--- config.mk ---
export PLATFORM = sky130hd
export DESIGN_NAME = message_set_deframer_crc_check
export DESIGN_NICKNAME = d
export VERILOG_FILES = /design/src/hdl/msd_pkg.sv /design/src/hdl/msd_core.sv /design/src/hdl/message_set_deframer_crc_check.sv
export SDC_FILE = /design/constraint.sdc
export NUM_CORES = 2
export LEC_CHECK = 0
export BUFFER_PORTS_ARGS = -buffer_cell sky130_fd_sc_hd__buf_2
export CAP_MARGIN = 20
export CORE_ASPECT_RATIO = 2
export CORE_MARGIN = 2
export CORE_UTILIZATION = 43
export CTS_CLUSTER_SIZE = 10
export DETAILED_ROUTE_END_ITERATION = 8
export PLACE_DENSITY = 0.59
export SYNTH_ARGS = -nofsm -noshare
export SYNTH_HDL_FRONTEND = slang
export SYNTH_HIERARCHICAL = 1
export SYNTH_SLANG_ARGS = --single-unit
--- constraint.sdc ---
create_clock -name clock -period 36 [get_ports clock]
set_input_delay 5.4 -clock clock [delete_from_list [all_inputs] [get_ports clock]]
set_output_delay 5.4 -clock clock [all_outputs]
set_load 0.01 [all_outputs]
--- src/hdl/msd_pkg.sv ---
package msd_pkg;

   // Smallest legal message body: stored CRC, magic, attributes and the two length words.
   localparam int unsigned MIN_BODY = 14;

   // The offset and size words together take up this many bytes in front of the body.
   localparam int unsigned HEAD_BYTES = 12;

   // Number of offset bytes.
   localparam int unsigned OFFSET_BYTES = 8;

   // Reflected CRC-32 polynomial.
   localparam logic [31:0] CRC_POLY = 32'hEDB8_8320;

   // Length value that stands for an absent key or value.
   localparam logic [31:0] LEN_ABSENT = 32'hFFFF_FFFF;

   typedef enum logic [2:0] {
      ST_OK        = 3'd0,
      ST_CRC_BAD   = 3'd1,
      ST_BAD_SIZE  = 3'd2,
      ST_BAD_KEY   = 3'd3,
      ST_BAD_VALUE = 3'd4,
      ST_TRUNCATED = 3'd5
   } status_type;

   typedef enum logic [1:0] {
      PH_OFFSET,
      PH_SIZE,
      PH_BODY,
      PH_DROP
   } phase_type;

   // One result, as it moves from the parser to the result register.
   typedef struct packed {
      logic        valid;
      status_type  status;
      logic [63:0] msg_offset;
      logic [31:0] msg_position;
      logic [31:0] msg_size;
      logic [7:0]  attributes;
      logic [30:0] key_len;
      logic [30:0] value_len;
      logic        crc_ok;
      logic        set_done;
   } result_type;

   // Advances the CRC register by one byte, least significant bit first.
   function automatic logic [31:0] crc_byte(input logic [31:0] crc, input logic [7:0] data);
      logic [31:0] c;
      c = crc ^ {24'd0, data};
      for (int k = 0; k < 8; k++) begin
         c = (c >> 1) ^ (c[0] ? CRC_POLY : 32'd0);
      end
      return c;
   endfunction

   // An absent length counts as zero.
   function automatic logic [31:0] map_len(input logic [31:0] v);
      return (v == LEN_ABSENT) ? 32'd0 : v;
   endfunction

endpackage

--- src/hdl/msd_core.sv ---
module msd_core
   import msd_pkg::*;
(
   input  logic       clock,
   input  logic       reset,
   input  logic       step_en,
   input  logic [7:0] data_byte,
   input  logic       set_last,
   output result_type result
);

   phase_type   phase_ff, phase_in;
   logic [31:0] cnt_ff, cnt_in;
   logic [31:0] pos_ff, pos_in;
   logic [31:0] start_ff, start_in;
   logic [63:0] off_ff, off_in;
   logic [31:0] size_ff, size_in;
   logic [31:0] crc_ff, crc_in;
   logic [31:0] stored_ff, stored_in;
   logic [7:0]  attr_ff, attr_in;
   logic [31:0] key_ff, key_in;
   logic [31:0] val_ff, val_in;

   logic        first;
   logic [31:0] body_idx;
   logic [31:0] key_cur;
   logic [33:0] idx_x;
   logic [33:0] key_cur_x;
   logic [33:0] size_x;
   logic        value_win;
   logic [31:0] key_fin;
   logic [31:0] val_fin;
   logic        msg_end;
   logic        crc_match;
   logic        key_bad;
   logic        val_bad;
   logic        emit;
   logic        close_set;
   status_type  status;
   logic [30:0] klen;
   logic [30:0] vlen;
   logic        crc_ok;

   // Parser state. Message fields need no reset: the first byte of each message clears them.
   always_ff @(posedge clock) begin
      if (reset) begin
         phase_ff <= PH_OFFSET;
         cnt_ff   <= '0;
         pos_ff   <= '0;
      end else if (step_en) begin
         phase_ff <= phase_in;
         cnt_ff   <= cnt_in;
         pos_ff   <= pos_in;
      end
      if (step_en) begin
         start_ff  <= start_in;
         off_ff    <= off_in;
         size_ff   <= size_in;
         crc_ff    <= crc_in;
         stored_ff <= stored_in;
         attr_ff   <= attr_in;
         key_ff    <= key_in;
         val_ff    <= val_in;
      end
   end

   assign first     = (phase_ff == PH_OFFSET) && (cnt_ff == 32'd0);
   assign body_idx  = cnt_ff - 32'(HEAD_BYTES);
   assign key_cur   = map_len(key_ff);
   assign idx_x     = {2'b00, body_idx};
   assign key_cur_x = {2'b00, key_cur};
   // Only read in the body phase, where the size is known to be positive.
   assign size_x    = {2'b00, size_ff};

   // The value length word sits just after the key, provided the key fits in the body.
   assign value_win = (body_idx >= 32'd10) && !key_cur[31]
                      && (key_cur_x + 34'(MIN_BODY) <= size_x)
                      && (idx_x >= key_cur_x + 34'd10)
                      && (idx_x <= key_cur_x + 34'd13);

   always_comb begin
      phase_in  = phase_ff;
      cnt_in    = cnt_ff;
      pos_in    = pos_ff + 32'd1;
      start_in  = first ? pos_ff : start_ff;
      off_in    = first ? 64'd0 : off_ff;
      size_in   = first ? 32'd0 : size_ff;
      crc_in    = first ? 32'hFFFF_FFFF : crc_ff;
      stored_in = first ? 32'd0 : stored_ff;
      attr_in   = first ? 8'd0 : attr_ff;
      key_in    = first ? 32'd0 : key_ff;
      val_in    = first ? 32'd0 : val_ff;
      key_fin   = '0;
      val_fin   = '0;
      msg_end   = 1'b0;
      crc_match = 1'b0;
      key_bad   = 1'b0;
      val_bad   = 1'b0;
      emit      = 1'b0;
      close_set = 1'b0;
      status    = ST_OK;
      klen      = '0;
      vlen      = '0;
      crc_ok    = 1'b0;

      case (phase_ff)
         PH_DROP: begin
            if (set_last) begin
               close_set = 1'b1;
            end
         end
         PH_OFFSET: begin
            off_in = {off_in[55:0], data_byte};
            cnt_in = cnt_ff + 32'd1;
            if (cnt_in == 32'(OFFSET_BYTES)) begin
               phase_in = PH_SIZE;
            end
            if (set_last) begin
               emit   = 1'b1;
               status = ST_TRUNCATED;
            end
         end
         PH_SIZE: begin
            size_in = {size_ff[23:0], data_byte};
            cnt_in  = cnt_ff + 32'd1;
            if ((cnt_in == 32'(HEAD_BYTES)) && ($signed(size_in) < $signed(32'(MIN_BODY)))) begin
               emit   = 1'b1;
               status = ST_BAD_SIZE;
            end else begin
               if (cnt_in == 32'(HEAD_BYTES)) begin
                  phase_in = PH_BODY;
               end
               if (set_last) begin
                  emit   = 1'b1;
                  status = ST_TRUNCATED;
               end
            end
         end
         PH_BODY: begin
            cnt_in = cnt_ff + 32'd1;
            if (body_idx < 32'd4) begin
               stored_in = {stored_ff[23:0], data_byte};
            end else begin
               crc_in = crc_byte(crc_ff, data_byte);
            end
            if (body_idx == 32'd5) begin
               attr_in = data_byte;
            end
            if ((body_idx >= 32'd6) && (body_idx <= 32'd9)) begin
               key_in = {key_ff[23:0], data_byte};
            end
            if (value_win) begin
               val_in = {val_ff[23:0], data_byte};
            end

            key_fin   = map_len(key_in);
            val_fin   = map_len(val_in);
            msg_end   = (cnt_in == size_ff + 32'(HEAD_BYTES));
            crc_match = (~crc_in == stored_in);
            key_bad   = key_fin[31] || ({2'b00, key_fin} + 34'(MIN_BODY) > size_x);
            val_bad   = val_fin[31]
                        || ({2'b00, key_fin} + {2'b00, val_fin} + 34'(MIN_BODY) != size_x);

            if (msg_end) begin
               emit = 1'b1;
               if (!crc_match) begin
                  status = ST_CRC_BAD;
               end else begin
                  crc_ok = 1'b1;
                  klen   = key_fin[30:0];
                  if (key_bad) begin
                     status = ST_BAD_KEY;
                  end else if (val_bad) begin
                     status = ST_BAD_VALUE;
                  end else begin
                     status = ST_OK;
                     vlen   = val_fin[30:0];
                  end
               end
            end else if (set_last) begin
               emit   = 1'b1;
               status = ST_TRUNCATED;
            end
         end
         default: begin
            close_set = set_last;
         end
      endcase

      if (emit) begin
         if (set_last) begin
            close_set = 1'b1;
         end else if ((status == ST_OK) || (status == ST_CRC_BAD)) begin
            phase_in = PH_OFFSET;
            cnt_in   = '0;
         end else begin
            phase_in = PH_DROP;
         end
      end
      if (close_set) begin
         phase_in = PH_OFFSET;
         cnt_in   = '0;
         pos_in   = '0;
      end

      result.valid        = emit;
      result.status       = status;
      result.msg_offset   = off_in;
      result.msg_position = start_in;
      result.msg_size     = size_in;
      result.attributes   = attr_in;
      result.key_len      = klen;
      result.value_len    = vlen;
      result.crc_ok       = crc_ok;
      result.set_done     = emit && set_last;
   end

endmodule

--- src/hdl/message_set_deframer_crc_check.sv ---
// Message-set deframer with CRC-32 check. The block takes one byte of a message set per
// request and reports each message as it completes: offset, start position within the set,
// size, attributes, key and value lengths and whether the standard CRC-32 over the body
// (after the stored CRC) matched. A size below fourteen is reported as soon as the size word
// is in; a set that ends inside a message is reported as truncated. After any error other
// than a CRC mismatch the rest of the set is dropped silently up to and including its last
// byte. Throughput is one byte per clock cycle with no bubbles while the receiver does not
// stall; each byte is held in the input register and its result, if any, is then registered
// in the result register. The parser step between the two registers includes an eight-bit
// unrolled CRC update and the 34-bit length compares.
module message_set_deframer_crc_check
   import msd_pkg::*;
(
   input  logic        clock,
   input  logic        reset,

   input  logic        req_valid,
   output logic        req_stall,
   input  logic [7:0]  req_data_byte,
   input  logic        req_set_last,

   output logic        rsp_valid,
   input  logic        rsp_stall,
   output logic [2:0]  rsp_status,
   output logic signed [63:0] rsp_msg_offset,
   output logic [31:0] rsp_msg_position,
   output logic signed [31:0] rsp_msg_size,
   output logic [7:0]  rsp_attributes,
   output logic [30:0] rsp_key_len,
   output logic [30:0] rsp_value_len,
   output logic        rsp_crc_ok,
   output logic        rsp_set_done
);

   // Input register: one byte of the set waiting for the parser.
   logic       in_valid_ff;
   logic [7:0] in_data_ff;
   logic       in_last_ff;

   // Result register towards the consumer.
   result_type rsp_ff;
   result_type step_result;

   // The whole pipeline moves whenever the result register is free or is being emptied.
   logic advance;
   logic step_en;
   logic req_take;

   assign advance   = !rsp_ff.valid || !rsp_stall;
   assign step_en   = advance && in_valid_ff;
   // A new request can enter whenever the input register will be empty at the next edge.
   assign req_stall = in_valid_ff && !advance;
   assign req_take  = req_valid && !req_stall;

   always_ff @(posedge clock) begin
      if (reset) begin
         in_valid_ff <= 1'b0;
      end else if (req_take) begin
         in_valid_ff <= 1'b1;
      end else if (advance) begin
         in_valid_ff <= 1'b0;
      end
      if (req_take) begin
         in_data_ff <= req_data_byte;
         in_last_ff <= req_set_last;
      end
   end

   // The parser holds the whole per-set state and works out the next state and any result
   // for the byte in the input register combinationally.
   msd_core u_core (
      .clock     (clock),
      .reset     (reset),
      .step_en   (step_en),
      .data_byte (in_data_ff),
      .set_last  (in_last_ff),
      .result    (step_result)
   );

   // Only the valid flag of the result register is control state; the payload follows it.
   always_ff @(posedge clock) begin
      if (reset) begin
         rsp_ff.valid <= 1'b0;
      end else if (advance) begin
         rsp_ff.valid <= step_en && step_result.valid;
      end
      if (step_en && step_result.valid) begin
         rsp_ff.status       <= step_result.status;
         rsp_ff.msg_offset   <= step_result.msg_offset;
         rsp_ff.msg_position <= step_result.msg_position;
         rsp_ff.msg_size     <= step_result.msg_size;
         rsp_ff.attributes   <= step_result.attributes;
         rsp_ff.key_len      <= step_result.key_len;
         rsp_ff.value_len    <= step_result.value_len;
         rsp_ff.crc_ok       <= step_result.crc_ok;
         rsp_ff.set_done     <= step_result.set_done;
      end
   end

   assign rsp_valid        = rsp_ff.valid;
   assign rsp_status       = rsp_ff.status;
   assign rsp_msg_offset   = $signed(rsp_ff.msg_offset);
   assign rsp_msg_position = rsp_ff.msg_position;
   assign rsp_msg_size     = $signed(rsp_ff.msg_size);
   assign rsp_attributes   = rsp_ff.attributes;
   assign rsp_key_len      = rsp_ff.key_len;
   assign rsp_value_len    = rsp_ff.value_len;
   assign rsp_crc_ok       = rsp_ff.crc_ok;
   assign rsp_set_done     = rsp_ff.set_done;

endmodule

# Word level (Yosys, flattened, before mapping)
# Cells that the tools add are included.
# totals
inputBits,13
romBits,0
word_cells,164
ff_bits,544
ram_bits,0
output_inout_bits,205
mem_count,0
latchBits,0
# op_classes
n_lt_le_gt_ge,9
bitwise_logic,13
eq_ne,13
addsub,10
multipliers,0
n_div,0
reduce_logical,29
shift,0
mux,66
# ops
cell,count
$mux W32,36
$xor A31 B32 Y32,8
$add A32 B4 Y33 const B,4
$mux W64,2
$eq A32 B32 Y1 const B,3
$add A32 B1 Y32 const B,2
$eq A32 B32 Y1,2
$eq A32 B4 Y1 const B,2
$add A34 B4 Y34 const B,1
$ge A32 B34 Y1,1
$gt A34 B32 Y1,1
$le A32 B34 Y1,1
$le A34 B32 Y1,1
$ne A34 B32 Y1,1
$add A32 B32 Y33,1
$add A32 B4 Y32 const B,1
$eq A32 B3 Y1 const B,1
$ge A32 B3 Y1 const B,1
$ge A32 B4 Y1 const B,1
$le A32 B4 Y1 const B,1
$logic_not A32 Y1,1
$lt A32 B3 Y1 const B,1
$lt A32 B5 Y1 const B,1
$not A32 Y32,1
23 further kinds,65

# Depth between registers and ports, before layout
# depth
ltp_word,30
mapped_depth,48
mapped_depth_nobuf,41

# Cells and area by module
# The synthesis kept the hierarchy.
# modules_own_cells
mod,area_each_um2,seq_area_each_um2,n_inst,cells_each
msd_core,31197.4,9248.9,1,3821
message_set_deframer_crc_check,6459.9,6406.1,1,224

# Least setup slack after synthesis
# Ideal clock, no wire load.
# synth_timing
kind,input-to-reg
from,input rsp_stall
to,"register rsp_ff (netlist bit rsp_attributes[0]), enable pin"
setup_time_ps,835
path_buffers,0
cell_stages,1
required_time_ps,35165
arrival_time_ps,15159
setup_slack_ps,20006
path_cell_list,a21oi_1
# synth_via
elab_chain_cells,4
# synth_lines
item,line_no,text
start: declaration,message_set_deframer_crc_check.sv:23,"input logic rsp_stall,"
$logic_not A1 Y1,message_set_deframer_crc_check.sv:49,assign advance = !rsp_ff.valid || !rsp_stall;
$logic_or A1 B1 Y1,message_set_deframer_crc_check.sv:49,
$logic_and A1 B1 Y1,message_set_deframer_crc_check.sv:50,assign step_en = advance && in_valid_ff;
$logic_and A1 B1 Y1,message_set_deframer_crc_check.sv:87,if (step_en && step_result.valid) begin
end: declaration,message_set_deframer_crc_check.sv:41,result_type rsp_ff;
# No other way between the ends.
# A chain may end at the register's enable or synchronous reset.

# Final worst setup path
# layout_timing
from,register u_core.key_ff[20]
to,"register rsp_ff (netlist bit rsp_value_len[20]), data pin"
# layout_via
elab_chain_cells,16
word_cells_on_any_way,30
classes_between,add/sub: 6; order compare: 4; eq/ne: 4; mux: 8; reduce/logical: 8
# layout_lines
item,line_no,text
start: declaration,msd_core.sv:21,"logic [31:0] key_ff, key_in;"
start signal: assignment,msd_core.sv:62,key_ff <= key_in;
$eq A32 B32 Y1,msd_pkg.sv:60,return (v == LEN_ABSENT) ? 32'd0 : v;
$mux W32,msd_pkg.sv:60,
$add A32 B4 Y33 or $logic_not A1 Y1 (tied branches),"msd_core.sv:77, msd_core.sv:76",
$le A34 B32 Y1 or $logic_and A1 B1 Y1 (tied branches),"msd_core.sv:77, msd_core.sv:76",
$logic_and A1 B1 Y1,msd_core.sv:77,&& (key_cur_x + 34'(MIN_BODY) <= size_x)
$logic_and A1 B1 Y1,msd_core.sv:78,&& (idx_x >= key_cur_x + 34'd10)
$logic_and A1 B1 Y1,msd_core.sv:79,&& (idx_x <= key_cur_x + 34'd13);
$mux W32,msd_core.sv:152,if (value_win) begin
$mux W32,msd_core.sv:106,case (phase_ff)
$eq A32 B32 Y1,msd_pkg.sv:60,
$mux W32,msd_pkg.sv:60,
$add A32 B32 Y33,msd_core.sv:162,"|| ({2'b00, key_fin} + {2'b00, val_fin} + 34'(MIN_BODY) != size_x);"
$add A34 B4 Y34,msd_core.sv:162,
$ne A34 B32 Y1,msd_core.sv:162,
$logic_or A1 B1 Y1,msd_core.sv:162,
$reduce_or A5 Y1 (no source line),--,
# Parallel ways exist; a longest one is shown, timed or not. The select of a mux whose other input is x is not followed.

==> qor.yml <==
post-dp-hpwl_mm: 120
drc_errors: 0
ys_types: 97
cts_buffers: 61
synth-seq-cells: 544
clock_skew_ns: 0.0664
clk_latency_ns: 0.70
worst_pin_slew_ns: 1.16
synth_area_um2: 37700
grt_pass1_wl_mm: 229
overflow: 0
area_delta_synth_final_pct: 11.3
path_clk_slew_ns: 0.06
wl_per_cell_um: 29.7
grt_pass1_vias: 33119
cts_tree: "built"
power_leakage_uw: 0.0165
die-height_um: 423
min_path_type: "reg -> reg"
grt_usage_pct: 35.5
slew_violations: 0
worstPathMaxFanout: 51
cts.path.max_buffers: 3
dpl_worst_slack_ns: 22.46
fmax_ghz: 0.0722
synth_area_per_cell_um2: 9.31
chipWidth_um: 213
drive_gt1_share_pct: 12.1
synth_edf_count: 476
worstSetupPathType: "reg -> reg"
drtAntennaViolNets: 0
yosys-top-cells-area: "edfxtp_1 (38%), ha_1 (7.0%), xnor2_1 (5.7%), nand2_1 (5.4%), dfxtp_1 (3.6%)"
finalSetupViolations: 0
initial_core_util_pct: 43.3
synthTopCellsByCount: "nand2_1 (538), edfxtp_1 (476), nor2_1 (349)"
slew_headroom_pct: 21.8
outcome: "finished clean"
synth_most_common_cell: "nand2_1"
clock-sinks: 544
tns_ns: 0
grt_antenna_before_repair: 12
ir_drop_v: 0.0000429
crit_path_start_kind: "flip-flop"
core_um2: 86900
rsz0062_at_grt: "no"
drt-vias-per-instance: 6.17
cts_root_buf: "clkbuf_16"
holdBufCountCts: 0
async_reset_ff_share_pct: 0
syn-num-nets: 4270
slowest_delay_ns: 0.83
wl_mm: 160
layout_min_cycle_time_ns: 13.84
firstDrtPassIters: 8
fp-row-count: 153
dr.first_iter.drc_count: 2641
io_pins: 218
io_buffers: 217
syn_inst: 4045
post-cts-setup-buffers: 0
grt_max_degree: 145
worst_slack_ns: 22.16
vias: 33192
finalNetCount: 4395
htreeDepth: 2
ys_seq_area_share_pct: 41.6
required_ns: 36.50
die-area_um2: 90100
synth_flop_cell: "edfxtp_1"
synth_largest_area_cell: "edfxtp_1"
slowest_stage: "a31oi_1"
setup.worst_path.end_class: "flip-flop"
maxCapViolCount: 0
cts_resized: 0
whs_ns: 0.501
gp_congestion: 1.04
hold_viol_final: 0
power.density_nw_per_um2: 36.4
timing.final.crit_share_pct: 38.4
total_power_uw: 1530
worst_ep_arrival_time_ns: 14.34
yosysTopAreaCellShare_pct: 38.0
yosys_warnings: 6
-- per-layer routing --
layer	share of wire, %	track usage, %	up-vias	wire length [um]
met3	7.5	9.11	648	12000
met2	49	60.5	1667	78000
met5	0.058	0	-	92
met1	33	35.2	15884	52000
met4	11	31.3	14	17600
li1	-	-	14979	-
-- final timing paths --
kind | start | end | slack (ns) | cells after the start
setup reg to reg | u_core/key_ff[20] | rsp_value_len[20] | 22.16 | 39
hold reg to reg | u_core/pos_ff[25] | u_core/pos_ff[25] | 0.50 | 2
setup / recovery | u_core/key_ff[20] | rsp_value_len[20] | 22.16 | 39
hold / removal | u_core/pos_ff[25] | u_core/pos_ff[25] | 0.50 | 2
-- cell type report --
class / count / area, um2
Timing Repair Buffer: 324 / 1930
Multi-Input combinational cell: 3114 / 20600
Tap cell: 1162 / 1450
Inverter: 125 / 469
Sequential cell: 544 / 15700
Clock inverter: 6 / 105
Antenna cell: 3 / 7.51
Fill cell: 8368 / 45000
Clock buffer: 101 / 1680
-- critical path: cells and delay by family (launching register included) --
kind | cells | cell delay (ns)
simple gates | 23 | 7.07
compound gates | 6 | 2.53
buf+inv | 5 | 1.52
fa+ha+maj | 4 | 1.28
flops | 1 | 0.73
mux | 1 | 0.40
-- flip-flops by register name (all words and copies together), names as in the netlist, 2 cells and up --
signal / count
in_data_ff: 8
rsp_attributes: 8
rsp_key_len: 31
rsp_msg_offset: 64
rsp_msg_position: 32
rsp_msg_size: 32
rsp_status: 3
rsp_value_len: 31
u_core/attr_ff: 8
u_core/cnt_ff: 32
u_core/crc_ff: 32
u_core/key_ff: 32
u_core/off_ff: 64
u_core/phase_ff: 2
u_core/pos_ff: 32
u_core/size_ff: 32
u_core/start_ff: 32
u_core/stored_ff: 32
u_core/val_ff: 32
-- power by group --
| part | internal [uW] | switching (uW) | total [uW] | leakage [uW] |
|---|---|---|---|---|
| clock network | 316 | 265 | 581 | 0.000845 |
| registers | 707 | 21.5 | 728 | 0.00506 |
| logic | 71.4 | 146 | 217 | 0.0106 |
| total | 1090 | 432 | 1530 | 0.0165 |
-- cells by family (layout without fill, tap and decap cells) --
kind of cell    after synthesis  in the layout  synth area share, %
simple gates               1692           1692                 22.0
compound gates              688            688                 12.0
flops                       544            544                 41.6
buf+inv                     387            556                 3.95
xor+xnor                    374            374                 9.31
fa+ha+maj                   212            212                 7.06
mux                         148            148                 4.10
other cells                   0              3                    0
-- through the flow --
step / util [%] / cells / area, um2
2_1_floorplan: - / 4045 / 37700
3_3_place_gp: 46.0 / 5255 / 40000
3_5_place_dp: 46.0 / 5256 / 40000
4_1_cts: 48.1 / 5363 / 41800
5_1_grt: 48.2 / 5376 / 41900
6_report: 48.2 / 5379 / 41900
-- layout by cell type (no fill, tap or decap), types with 31 or more instances in the layout --
master	count
nor4_1	54
mux2_2	51
inv_1	124
and3_1	44
o21ai_0	168
buf_2	217
xnor2_1	244
dfxtp_1	68
o31ai_1	43
a21o_1	58
edfxtp_1	476
and2_1	51
buf_4	98
a21oi_1	162
nor3_1	160
nand2b_1	35
clkbuf_16	61
nand2_1	538
nand3_1	143
ha_1	209
or3_1	36
mux2i_1	94
nand4_1	110
xor2_1	113
nor2_1	346
clkbuf_1	40
and4_1	31
Power figures use the tool's default switching activity.
